## src/sv/bdc_pkg.sv

```systemverilog
// Shared types, constants and calendar tables for the business day counter.
// Used by bdc_ctrl, bdc_datapath and business_day_counter; depends on nothing.
`default_nettype none

package bdc_pkg;

	localparam int MAX_YEAR = 9999;

	localparam int DAY_W  = 5;
	localparam int MON_W  = 4;
	localparam int YEAR_W = 14;
	localparam int CNT_W  = 22;
	localparam int MASK_W = 7;
	localparam int WD_W   = 3;
	localparam int IN_W   = 48;
	localparam int OUT_W  = 24;

	// A serial day number of any 14-bit year stays below 2**23.
	localparam int SER_W  = 23;
	localparam int Q_W    = 21;
	localparam int TOT_W  = 24;
	localparam int C25_W  = 8;
	localparam int P25_W  = 25;

	localparam logic [MASK_W-1:0] WEEKEND_RESET = 7'd48;
	localparam logic [CNT_W-1:0]  COUNT_MAX     = '1;

	// Division by 25 of values below 4096 by reciprocal multiplication.
	localparam logic [12:0] DIV25_MUL = 13'd5243;
	localparam int          DIV25_SH  = 17;

	// Division by 7 of values below 2**23 by reciprocal multiplication.
	localparam logic [23:0] DIV7_MUL  = 24'd9586981;
	localparam int          DIV7_SH   = 26;
	localparam int          PROD_W    = SER_W + 24;

	typedef struct packed {
		logic [1:0]        pad;
		logic [YEAR_W-1:0] end_year;
		logic [MON_W-1:0]  end_month;
		logic [DAY_W-1:0]  end_day;
		logic [YEAR_W-1:0] start_year;
		logic [MON_W-1:0]  start_month;
		logic [DAY_W-1:0]  start_day;
	} in_item_t;

	typedef enum logic [3:0] {
		OP_IDLE,
		OP_LOAD,
		OP_PREP_S,
		OP_SER_S,
		OP_PREP_E,
		OP_SER_E,
		OP_DIFF,
		OP_W1,
		OP_W2,
		OP_N1,
		OP_N2,
		OP_TOTAL,
		OP_OUT
	} op_t;

	typedef struct packed {
		op_t op;
	} dp_cmd_t;

	typedef struct packed {
		logic out_free;
	} dp_sts_t;

	// Days from March 1 to the first day of a month counted from March.
	function automatic logic [8:0] days_before(input logic [MON_W-1:0] mm);
		logic [8:0] d;
		unique case (mm)
			4'd0:    d = 9'd0;
			4'd1:    d = 9'd31;
			4'd2:    d = 9'd61;
			4'd3:    d = 9'd92;
			4'd4:    d = 9'd122;
			4'd5:    d = 9'd153;
			4'd6:    d = 9'd184;
			4'd7:    d = 9'd214;
			4'd8:    d = 9'd245;
			4'd9:    d = 9'd275;
			4'd10:   d = 9'd306;
			4'd11:   d = 9'd337;
			default: d = 9'd0;
		endcase
		return d;
	endfunction

	// Length of a month; months outside the year have length zero.
	function automatic logic [DAY_W-1:0] month_len(input logic [MON_W-1:0] m, input logic leap);
		logic [DAY_W-1:0] n;
		unique case (m)
			4'd1, 4'd3, 4'd5, 4'd7, 4'd8, 4'd10, 4'd12: n = 5'd31;
			4'd4, 4'd6, 4'd9, 4'd11:                    n = 5'd30;
			4'd2:                                       n = leap ? 5'd29 : 5'd28;
			default:                                    n = 5'd0;
		endcase
		return n;
	endfunction

endpackage

`default_nettype wire

```

## src/sv/bdc_ctrl.sv

```systemverilog
// Sequencing state machine for the business day counter.
// Issues one datapath operation per cycle; depends on bdc_pkg.
`default_nettype none

module bdc_ctrl (
	input  wire               clk,
	input  wire               arst_n,
	input  wire               s_tvalid,
	output logic              s_tready,
	input  bdc_pkg::dp_sts_t  sts,
	output bdc_pkg::dp_cmd_t  cmd
);

	typedef enum logic [3:0] {
		S_IDLE,
		S_PREP_S,
		S_SER_S,
		S_PREP_E,
		S_SER_E,
		S_DIFF,
		S_W1,
		S_W2,
		S_N1,
		S_N2,
		S_TOTAL,
		S_DONE
	} state_t;

	state_t state_q;

	always_ff @(posedge clk or negedge arst_n) begin
		if (!arst_n) begin
			state_q <= S_IDLE;
		end else begin
			unique case (state_q)
				S_IDLE:   if (s_tvalid) state_q <= S_PREP_S;
				S_PREP_S: state_q <= S_SER_S;
				S_SER_S:  state_q <= S_PREP_E;
				S_PREP_E: state_q <= S_SER_E;
				S_SER_E:  state_q <= S_DIFF;
				S_DIFF:   state_q <= S_W1;
				S_W1:     state_q <= S_W2;
				S_W2:     state_q <= S_N1;
				S_N1:     state_q <= S_N2;
				S_N2:     state_q <= S_TOTAL;
				S_TOTAL:  state_q <= S_DONE;
				S_DONE:   if (sts.out_free) state_q <= S_IDLE;
				default:  state_q <= S_IDLE;
			endcase
		end
	end

	assign s_tready = (state_q == S_IDLE);

	always_comb begin
		unique case (state_q)
			S_IDLE:   cmd.op = s_tvalid ? bdc_pkg::OP_LOAD : bdc_pkg::OP_IDLE;
			S_PREP_S: cmd.op = bdc_pkg::OP_PREP_S;
			S_SER_S:  cmd.op = bdc_pkg::OP_SER_S;
			S_PREP_E: cmd.op = bdc_pkg::OP_PREP_E;
			S_SER_E:  cmd.op = bdc_pkg::OP_SER_E;
			S_DIFF:   cmd.op = bdc_pkg::OP_DIFF;
			S_W1:     cmd.op = bdc_pkg::OP_W1;
			S_W2:     cmd.op = bdc_pkg::OP_W2;
			S_N1:     cmd.op = bdc_pkg::OP_N1;
			S_N2:     cmd.op = bdc_pkg::OP_N2;
			S_TOTAL:  cmd.op = bdc_pkg::OP_TOTAL;
			S_DONE:   cmd.op = sts.out_free ? bdc_pkg::OP_OUT : bdc_pkg::OP_IDLE;
			default:  cmd.op = bdc_pkg::OP_IDLE;
		endcase
	end

endmodule

`default_nettype wire

```

## src/sv/bdc_datapath.sv

```systemverilog
// Datapath of the business day counter: date check, serial day numbers,
// divide-by-seven unit, weekly count and output register. Depends on bdc_pkg.
`default_nettype none

module bdc_datapath (
	input  wire                          clk,
	input  wire                          arst_n,
	input  bdc_pkg::in_item_t            in_item,
	input  bdc_pkg::dp_cmd_t             cmd,
	output bdc_pkg::dp_sts_t             sts,
	input  wire                          cfg_valid,
	input  wire [bdc_pkg::MASK_W-1:0]    cfg_data,
	output logic                         m_tvalid,
	input  wire                          m_tready,
	output logic [bdc_pkg::OUT_W-1:0]    m_tdata,
	output logic                         m_tuser
);

	bdc_pkg::in_item_t                 item_q;
	logic [bdc_pkg::C25_W-1:0]         c100_q, c400_q, yq_q;
	logic [bdc_pkg::SER_W-1:0]         ser_s_q, ser_e_q, n_q, x_q;
	logic                              ok_s_q, ok_e_q, err_q, err_out_q;
	logic [bdc_pkg::PROD_W-1:0]        prod_q;
	logic [bdc_pkg::WD_W-1:0]          w0_q, r_q;
	logic [bdc_pkg::Q_W-1:0]           q_q;
	logic [bdc_pkg::TOT_W-1:0]         total_q;
	logic [bdc_pkg::CNT_W-1:0]         cnt_q;
	logic [bdc_pkg::MASK_W-1:0]        mask_q;
	logic                              m_tvalid_q;

	logic                              use_end, early, leap, div100, date_ok;
	logic [bdc_pkg::DAY_W-1:0]         cur_d, mlen;
	logic [bdc_pkg::MON_W-1:0]         cur_m, mm;
	logic [bdc_pkg::YEAR_W-1:0]        cur_y, yy;
	logic [bdc_pkg::P25_W-1:0]         p100, p400, py;
	logic [bdc_pkg::SER_W-1:0]         ser_d, x_d, rdiff;
	logic [bdc_pkg::PROD_W-1:0]        prod_d;
	logic [bdc_pkg::Q_W-1:0]           q_cur;
	logic [bdc_pkg::WD_W-1:0]          per_week, left;
	logic [3:0]                        idx;
	logic [bdc_pkg::TOT_W-1:0]         total_d;
	logic [bdc_pkg::CNT_W-1:0]         sat_cnt;

	// One calendar unit serves both dates in turn.
	assign use_end = (cmd.op == bdc_pkg::OP_PREP_E) || (cmd.op == bdc_pkg::OP_SER_E);
	assign cur_d   = use_end ? item_q.end_day   : item_q.start_day;
	assign cur_m   = use_end ? item_q.end_month : item_q.start_month;
	assign cur_y   = use_end ? item_q.end_year  : item_q.start_year;

	// January and February count as months of the previous year.
	assign early = (cur_m < 4'd3);
	assign yy    = cur_y - bdc_pkg::YEAR_W'(early);
	assign mm    = early ? cur_m + 4'd9 : cur_m - 4'd3;

	assign p100 = bdc_pkg::P25_W'(yy[bdc_pkg::YEAR_W-1:2]) * bdc_pkg::P25_W'(bdc_pkg::DIV25_MUL);
	assign p400 = bdc_pkg::P25_W'(yy[bdc_pkg::YEAR_W-1:4]) * bdc_pkg::P25_W'(bdc_pkg::DIV25_MUL);
	assign py   = bdc_pkg::P25_W'(cur_y[bdc_pkg::YEAR_W-1:2]) *
	              bdc_pkg::P25_W'(bdc_pkg::DIV25_MUL);

	assign ser_d = bdc_pkg::SER_W'(cur_d)
	             + bdc_pkg::SER_W'(bdc_pkg::days_before(mm))
	             + bdc_pkg::SER_W'(yy) * bdc_pkg::SER_W'(365)
	             + bdc_pkg::SER_W'(yy[bdc_pkg::YEAR_W-1:2])
	             - bdc_pkg::SER_W'(c100_q)
	             + bdc_pkg::SER_W'(c400_q);

	// A year divisible by four is a century year when its quarter is a multiple
	// of 25, and then a leap year only when the century count is a multiple of 4.
	assign div100  = ((12'(yq_q) * 12'd25) == cur_y[bdc_pkg::YEAR_W-1:2]);
	assign leap    = (cur_y[1:0] == 2'd0) && (!div100 || (yq_q[1:0] == 2'd0));
	assign mlen    = bdc_pkg::month_len(cur_m, leap);
	assign date_ok = (cur_y != '0) && (32'(cur_y) <= bdc_pkg::MAX_YEAR) &&
	                 (cur_m >= 4'd1) && (cur_m <= 4'd12) &&
	                 (cur_d != '0) && (cur_d <= mlen);

	// Divide-by-seven unit: multiply now, fix the remainder in the next cycle.
	assign x_d    = (cmd.op == bdc_pkg::OP_W1) ? ser_s_q + bdc_pkg::SER_W'(2) : n_q;
	assign prod_d = bdc_pkg::PROD_W'(x_d) * bdc_pkg::PROD_W'(bdc_pkg::DIV7_MUL);
	assign q_cur  = prod_q[bdc_pkg::DIV7_SH +: bdc_pkg::Q_W];
	assign rdiff  = x_q - bdc_pkg::SER_W'(q_cur) * bdc_pkg::SER_W'(7);

	assign per_week = bdc_pkg::WD_W'($countones(~mask_q));

	// Leftover days start at the first weekday of the range.
	always_comb begin
		left = '0;
		idx  = '0;
		for (int i = 0; i < 7; i++) begin
			idx = 4'(w0_q) + 4'(i);
			if (idx >= 4'd7)
				idx = idx - 4'd7;
			if ((3'(i) < r_q) && !mask_q[idx[2:0]])
				left = left + 3'd1;
		end
	end

	assign total_d = bdc_pkg::TOT_W'(q_q) * bdc_pkg::TOT_W'(per_week) + bdc_pkg::TOT_W'(left);
	assign sat_cnt = (total_q > bdc_pkg::TOT_W'(bdc_pkg::COUNT_MAX)) ?
	                 bdc_pkg::COUNT_MAX : total_q[bdc_pkg::CNT_W-1:0];

	always_ff @(posedge clk or negedge arst_n) begin
		if (!arst_n) begin
			mask_q     <= bdc_pkg::WEEKEND_RESET;
			m_tvalid_q <= 1'b0;
		end else begin
			if (cfg_valid)
				mask_q <= cfg_data;
			if (cmd.op == bdc_pkg::OP_OUT)
				m_tvalid_q <= 1'b1;
			else if (m_tready)
				m_tvalid_q <= 1'b0;
		end
	end

	always_ff @(posedge clk) begin
		unique case (cmd.op)
			bdc_pkg::OP_LOAD: item_q <= in_item;
			bdc_pkg::OP_PREP_S, bdc_pkg::OP_PREP_E: begin
				c100_q <= p100[bdc_pkg::DIV25_SH +: bdc_pkg::C25_W];
				c400_q <= p400[bdc_pkg::DIV25_SH +: bdc_pkg::C25_W];
				yq_q   <= py[bdc_pkg::DIV25_SH +: bdc_pkg::C25_W];
			end
			bdc_pkg::OP_SER_S: begin
				ser_s_q <= ser_d;
				ok_s_q  <= date_ok;
			end
			bdc_pkg::OP_SER_E: begin
				ser_e_q <= ser_d;
				ok_e_q  <= date_ok;
			end
			bdc_pkg::OP_DIFF: begin
				err_q <= !(ok_s_q && ok_e_q);
				if (ok_s_q && ok_e_q && (ser_s_q < ser_e_q))
					n_q <= ser_e_q - ser_s_q;
				else
					n_q <= '0;
			end
			bdc_pkg::OP_W1, bdc_pkg::OP_N1: begin
				x_q    <= x_d;
				prod_q <= prod_d;
			end
			bdc_pkg::OP_W2: w0_q <= rdiff[bdc_pkg::WD_W-1:0];
			bdc_pkg::OP_N2: begin
				q_q <= q_cur;
				r_q <= rdiff[bdc_pkg::WD_W-1:0];
			end
			bdc_pkg::OP_TOTAL: total_q <= total_d;
			bdc_pkg::OP_OUT: begin
				cnt_q     <= err_q ? '0 : sat_cnt;
				err_out_q <= err_q;
			end
			default: ;
		endcase
	end

	assign sts.out_free = !m_tvalid_q || m_tready;
	assign m_tvalid     = m_tvalid_q;
	assign m_tdata      = {{(bdc_pkg::OUT_W - bdc_pkg::CNT_W){1'b0}}, cnt_q};
	assign m_tuser      = err_out_q;

endmodule

`default_nettype wire

```

## src/sv/business_day_counter.sv

```systemverilog
// Top level of the business day counter: stream ports and weekend mask port.
// Instantiates bdc_ctrl and bdc_datapath; depends on bdc_pkg.
//
// Usage: a request on the s_t* channel carries a start and an end date. The
// block answers each request with one item on the m_t* channel: the count of
// days in [start, end) whose weekday is not set in the weekend mask, with
// m_tuser high (and a count of zero) when either date is not a valid
// Gregorian date within the supported years.
// The weekend mask is written through cfg_valid/cfg_data; cfg_ready is always
// high. Write it only while no request is in flight.
// Sequence: a taken request passes the calendar steps for the start and end
// dates, the difference, the weekday and week-count divisions by seven, the
// total and the output step, run by the controller through the one shared
// serial-day unit and the one divide-by-seven unit; a new request waits for the output step.
// Reset clears the output valid and loads the mask with Thursday and Friday.
// A result waits in the output register while m_tready is low; the next
// request is then taken but held at its last step until the register frees.
`default_nettype none

module business_day_counter (
	input  wire                        clk,
	input  wire                        arst_n,
	input  wire                        s_tvalid,
	output logic                       s_tready,
	// start_day[4:0], start_month[8:5], start_year[22:9], end_day[27:23],
	// end_month[31:28], end_year[45:32], zero padding[47:46]
	input  wire [bdc_pkg::IN_W-1:0]    s_tdata,
	output logic                       m_tvalid,
	input  wire                        m_tready,
	// business_days[21:0], zero padding[23:22]
	output logic [bdc_pkg::OUT_W-1:0]  m_tdata,
	// status[0]: high for an invalid date
	output logic                       m_tuser,
	input  wire                        cfg_valid,
	output logic                       cfg_ready,
	input  wire [bdc_pkg::MASK_W-1:0]  cfg_data
);

	bdc_pkg::dp_cmd_t  cmd;
	bdc_pkg::dp_sts_t  sts;
	bdc_pkg::in_item_t in_item;

	assign in_item   = bdc_pkg::in_item_t'(s_tdata);
	assign cfg_ready = 1'b1;

	bdc_ctrl u_ctrl (
		.clk      (clk),
		.arst_n   (arst_n),
		.s_tvalid (s_tvalid),
		.s_tready (s_tready),
		.sts      (sts),
		.cmd      (cmd)
	);

	bdc_datapath u_dp (
		.clk       (clk),
		.arst_n    (arst_n),
		.in_item   (in_item),
		.cmd       (cmd),
		.sts       (sts),
		.cfg_valid (cfg_valid),
		.cfg_data  (cfg_data),
		.m_tvalid  (m_tvalid),
		.m_tready  (m_tready),
		.m_tdata   (m_tdata),
		.m_tuser   (m_tuser)
	);

endmodule

`default_nettype wire

```

## config.mk

```make
export PLATFORM = sky130hd
export DESIGN_NAME = business_day_counter
export DESIGN_NICKNAME = d
export VERILOG_FILES = /design/src/sv/bdc_pkg.sv /design/src/sv/bdc_ctrl.sv /design/src/sv/bdc_datapath.sv /design/src/sv/business_day_counter.sv
export SDC_FILE = /design/constraint.sdc
export NUM_CORES = 2
export LEC_CHECK = 0
export BUFFER_PORTS_ARGS = -buffer_cell sky130_fd_sc_hd__buf_2
export CORE_UTILIZATION = 60
export CTS_CLUSTER_SIZE = 25
export DETAILED_ROUTE_END_ITERATION = 10
export GPL_TIMING_DRIVEN = 0
export PLACE_DENSITY = 0.77
export REMOVE_ABC_BUFFERS = 1
export SYNTH_ARGS = -nofsm -noshare
export SYNTH_HDL_FRONTEND = slang
export SYNTH_SLANG_ARGS = --single-unit
export TNS_END_PERCENT = 50
```

## constraint.sdc

```tcl
create_clock -name clk -period 10.95 [get_ports clk]
set_input_delay 1.095 -clock clk [delete_from_list [all_inputs] [get_ports clk]]
set_output_delay 1.095 -clock clk [all_outputs]
set_load 0.005 [all_outputs]
```

==> key figures <==
Cells and area
  – Utilization after layout: roughly 66%
  – Filler Cell Count: 3889
  – Commonest cells after routing, fill and taps aside: inv_1, ha_1, fa_1
  – Syn-to-layout area delta: 8.24%
  – Commonest non-fill, non-tap cell in the layout: inv_1
  – Register Area: between 0.007 and 0.008 mm2
  – Area of the multi-input gates: a little over 0.02 mm2
  – Net count reported at finish: roughly 4000
  – Final Non-Filler Cells: approximately 3700
  – Antenna Cells: 0
  – Layout cells sized above 1: 6.57%

Synth
  – Syn avg cell area: just over 10 um2
  – Synth Instances: ~2900
  – Number of enable flip-flop cells after synthesis: ~240
  – Unique masters post-synth: 68
  – YS warnings: 0
  – Synth Flop Type: edfxtp_1
  – Share of the yosys chip area belonging to registers: between 20% and 30%
  – Top cells by area, synth: ha_1, edfxtp_1, fa_1
  – Synth area leader: ha_1
  – Yosys top cell area share: between 20% and 30%
  – Async SR Flop Fraction: under 10%
  – Synthesized cell area: approximately 0.03 mm2
  – FF+latch count, synth: between 200 and 300

Clock network
  – TritonCTS Buffers: 30
  – Reg clk slew, reported paths: 0.06 ns
  – Max Root-Sink Buffers: 3
  – Clock Latency Late Sink: roughly 0.58 ns
  – Root Buffer: clkbuf_16
  – Clk sinks: 250
  – Hold_buf cts: 0
  – CTS tree: done
  – H-Tree Depth: 1

Timing
  – Setup skew after layout: 0.0133 ns
  – Slew margin rel.: under 10%
  – Crit path time final: around 10 ns
  – Unrepaired setup endpoints after global routing: false
  – Fin Hold WS: 0.387 ns
  – Final setup fails: 0
  – Final hold vios: 0
  – Period utilization: 92.8%
  – Worst-Margin Slew: between 1 and 1.5 ns
  – Final Max Slew Viols: 0
  – Highest Clock Rate: about 100 MHz
  – Post-route setup slack: slightly below 0.8 ns

Route
  – DRC errors left: 0
  – Routed vias/inst: around 5.5
  – Final wirelength: 63.6 mm
  – ANT nets after route: 0
  – DR iter-0 viols: between 900 and 1000
  – Routed length per instance: between 15 and 20 um
  – First-pass DRT Iterations: 5
  – Vias: 20540

Setup path
  – Setup crit start kind: flip-flop
  – WP data arrival: about 11 ns
  – Crit Path Category: reg2reg
  – WP data required: roughly 11 ns
  – Slowest cell on the critical path: fa_1
  – CP Max Fanout: 13
  – Largest stage delay, worst path: about 0.64 ns
  – Worst setup EP type: flip-flop

Hold path
  – Worst hold-check path type: in2async

Global routing
  – First-pass GRT wire length: around 110 mm
  – Largest net degree at the start of global routing: 46
  – Gr usage total: 25.8%
  – Initial antenna violation count: 0
  – Grt total ovfl: 0
  – Vias in the first global route: 22120

Floorplan
  – Initial Util: 60.8%
  – Ports: between 80 and 90
  – Core area: about 0.050 mm2
  – Die X: around 230 um
  – Die area: 0.0516 mm2
  – Die Ht: about 230 um
  – FP Rows: slightly above 80

Status
  – Status: finished, final reports clean

Job
  – Max-cap violations: 0

Placement
  – RePlAce Congestion: 0.915
  – DP Worst Slack: -0.0623 ns
  – Cells after DPL: around 3700
  – DP Wirelength: approximately 53 mm
  – # port buffers: between 80 and 90
-- Yosys cell counts (all sizes together) (5+ instances only) --
cell	number
buf	10
nor2	189
dfrtp	10
clkbuf	29
o31ai	6
nor3b	5
edfxtp	238
fa	319
o22ai	5
inv	637
nand3	30
mux2i	29
a221oi	6
and3	19
o21ai	81
nor2b	21
nand2	143
o21bai	17
a31oi	11
o211ai	7
xor2	40
mux4	5
mux2	15
xnor2	125
a21o	36
nor4	5
nand2b	16
ha	578
a211oi	13
and2	11
nor3	59
a21boi	7
o21a	28
a21oi	110
or2	6
nand4	19
-- cell type report --
| cell class | instances | share of cell area [%] |
|---|---|---|
| clock buffers | 36 | 2.41 |
| clock inverters | 20 | 0.851 |
| inverters | 637 | 7.26 |
| multi-input cells | 2017 | 62.4 |
| flip-flops and latches | 250 | 22.6 |
| well taps | 672 | 2.55 |
| repair buffers | 99 | 1.89 |
-- layer usage --
layer | share of wire (%) | vias up | GRT usage, %
li1 | - | 9928 | -
met1 | 41 | 10062 | 30.9
met2 | 51 | 400 | 47.5
met3 | 3.6 | 150 | 2.70
met4 | 4.1 | 0 | 10.0
met5 | 0 | - | 0
-- critical path, delay by kind of cell (launching register included) --
family / cells / cell delay, ns
adders and majority gates: 7 / 3.10
and+or+nand+nor: 9 / 2.43
AOI/OAI and AO/OA: 9 / 2.09
buffers and inverters: 5 / 0.72
DFF: 1 / 0.57
xor gates and xnor gates: 1 / 0.55
muxes: 1 / 0.45
-- metrics by stage --
stage	TNS, ns	instance area, um2
floorplan	0	30300
global placement	-15.48	31500
detailed placement	-0.167	31800
CTS	0	32900
global route	0	32900
finish	0	32900
-- path summary, 6_finish.rpt --
kind,start,end,slack [ns],cells past startpoint
min reg2reg,u_dp.prod_q[35]$_DFFE_PP_,u_dp.q_q[9]$_DFFE_PN_,0.42,0
max,u_ctrl.state_q[1]$_DFFE_PN0P_,u_dp.ser_s_q[22]$_DFFE_PN_,0.79,32
min in group clk,u_dp.prod_q[35]$_DFFE_PP_,u_dp.q_q[9]$_DFFE_PN_,0.42,0
max in group asynchronous,arst_n,u_dp.mask_q[5]$_DFFE_PN1P_,10.28,1
max reg2reg,u_ctrl.state_q[1]$_DFFE_PN0P_,u_dp.ser_s_q[22]$_DFFE_PN_,0.79,32
min,arst_n,u_dp.mask_q[0]$_DFFE_PN0P_,0.39,1
-- state kept, by name, indices dropped and copies added, names as in the netlist, 8 cells and up --
register / count
u_dp.c100_q: 8
u_dp.ser_s_q: 23
u_dp.yq_q: 8
u_dp.q_q: 21
u_dp.total_q: 24
u_dp.prod_q: 23
u_dp.cnt_q: 22
u_dp.item_q: 46
u_dp.ser_e_q: 23
u_dp.n_q: 23
-- cells by family after synthesis --
kind of cell	share of synthesized area, %
AOI/OAI and AO/OA	7.60
xor gates and xnor gates	4.75
adders and majority gates	44.8
buffers and inverters	8.41
DFF	24.5
muxes	1.88
other	0.0247
and+or+nand+nor	8.08
-- repair_timing --
action / 4_1_cts / 5_1_grt
endpoints found under the setup margin: 7 / 16
pin swaps: 0 / 1
gates cloned: 0 / 1
buffers inserted: 0 / 4
resized for setup: 3 / 2
Power is not shown: default switching activity piles up to over one toggle a cycle in this logic, so the estimate is an artifact.
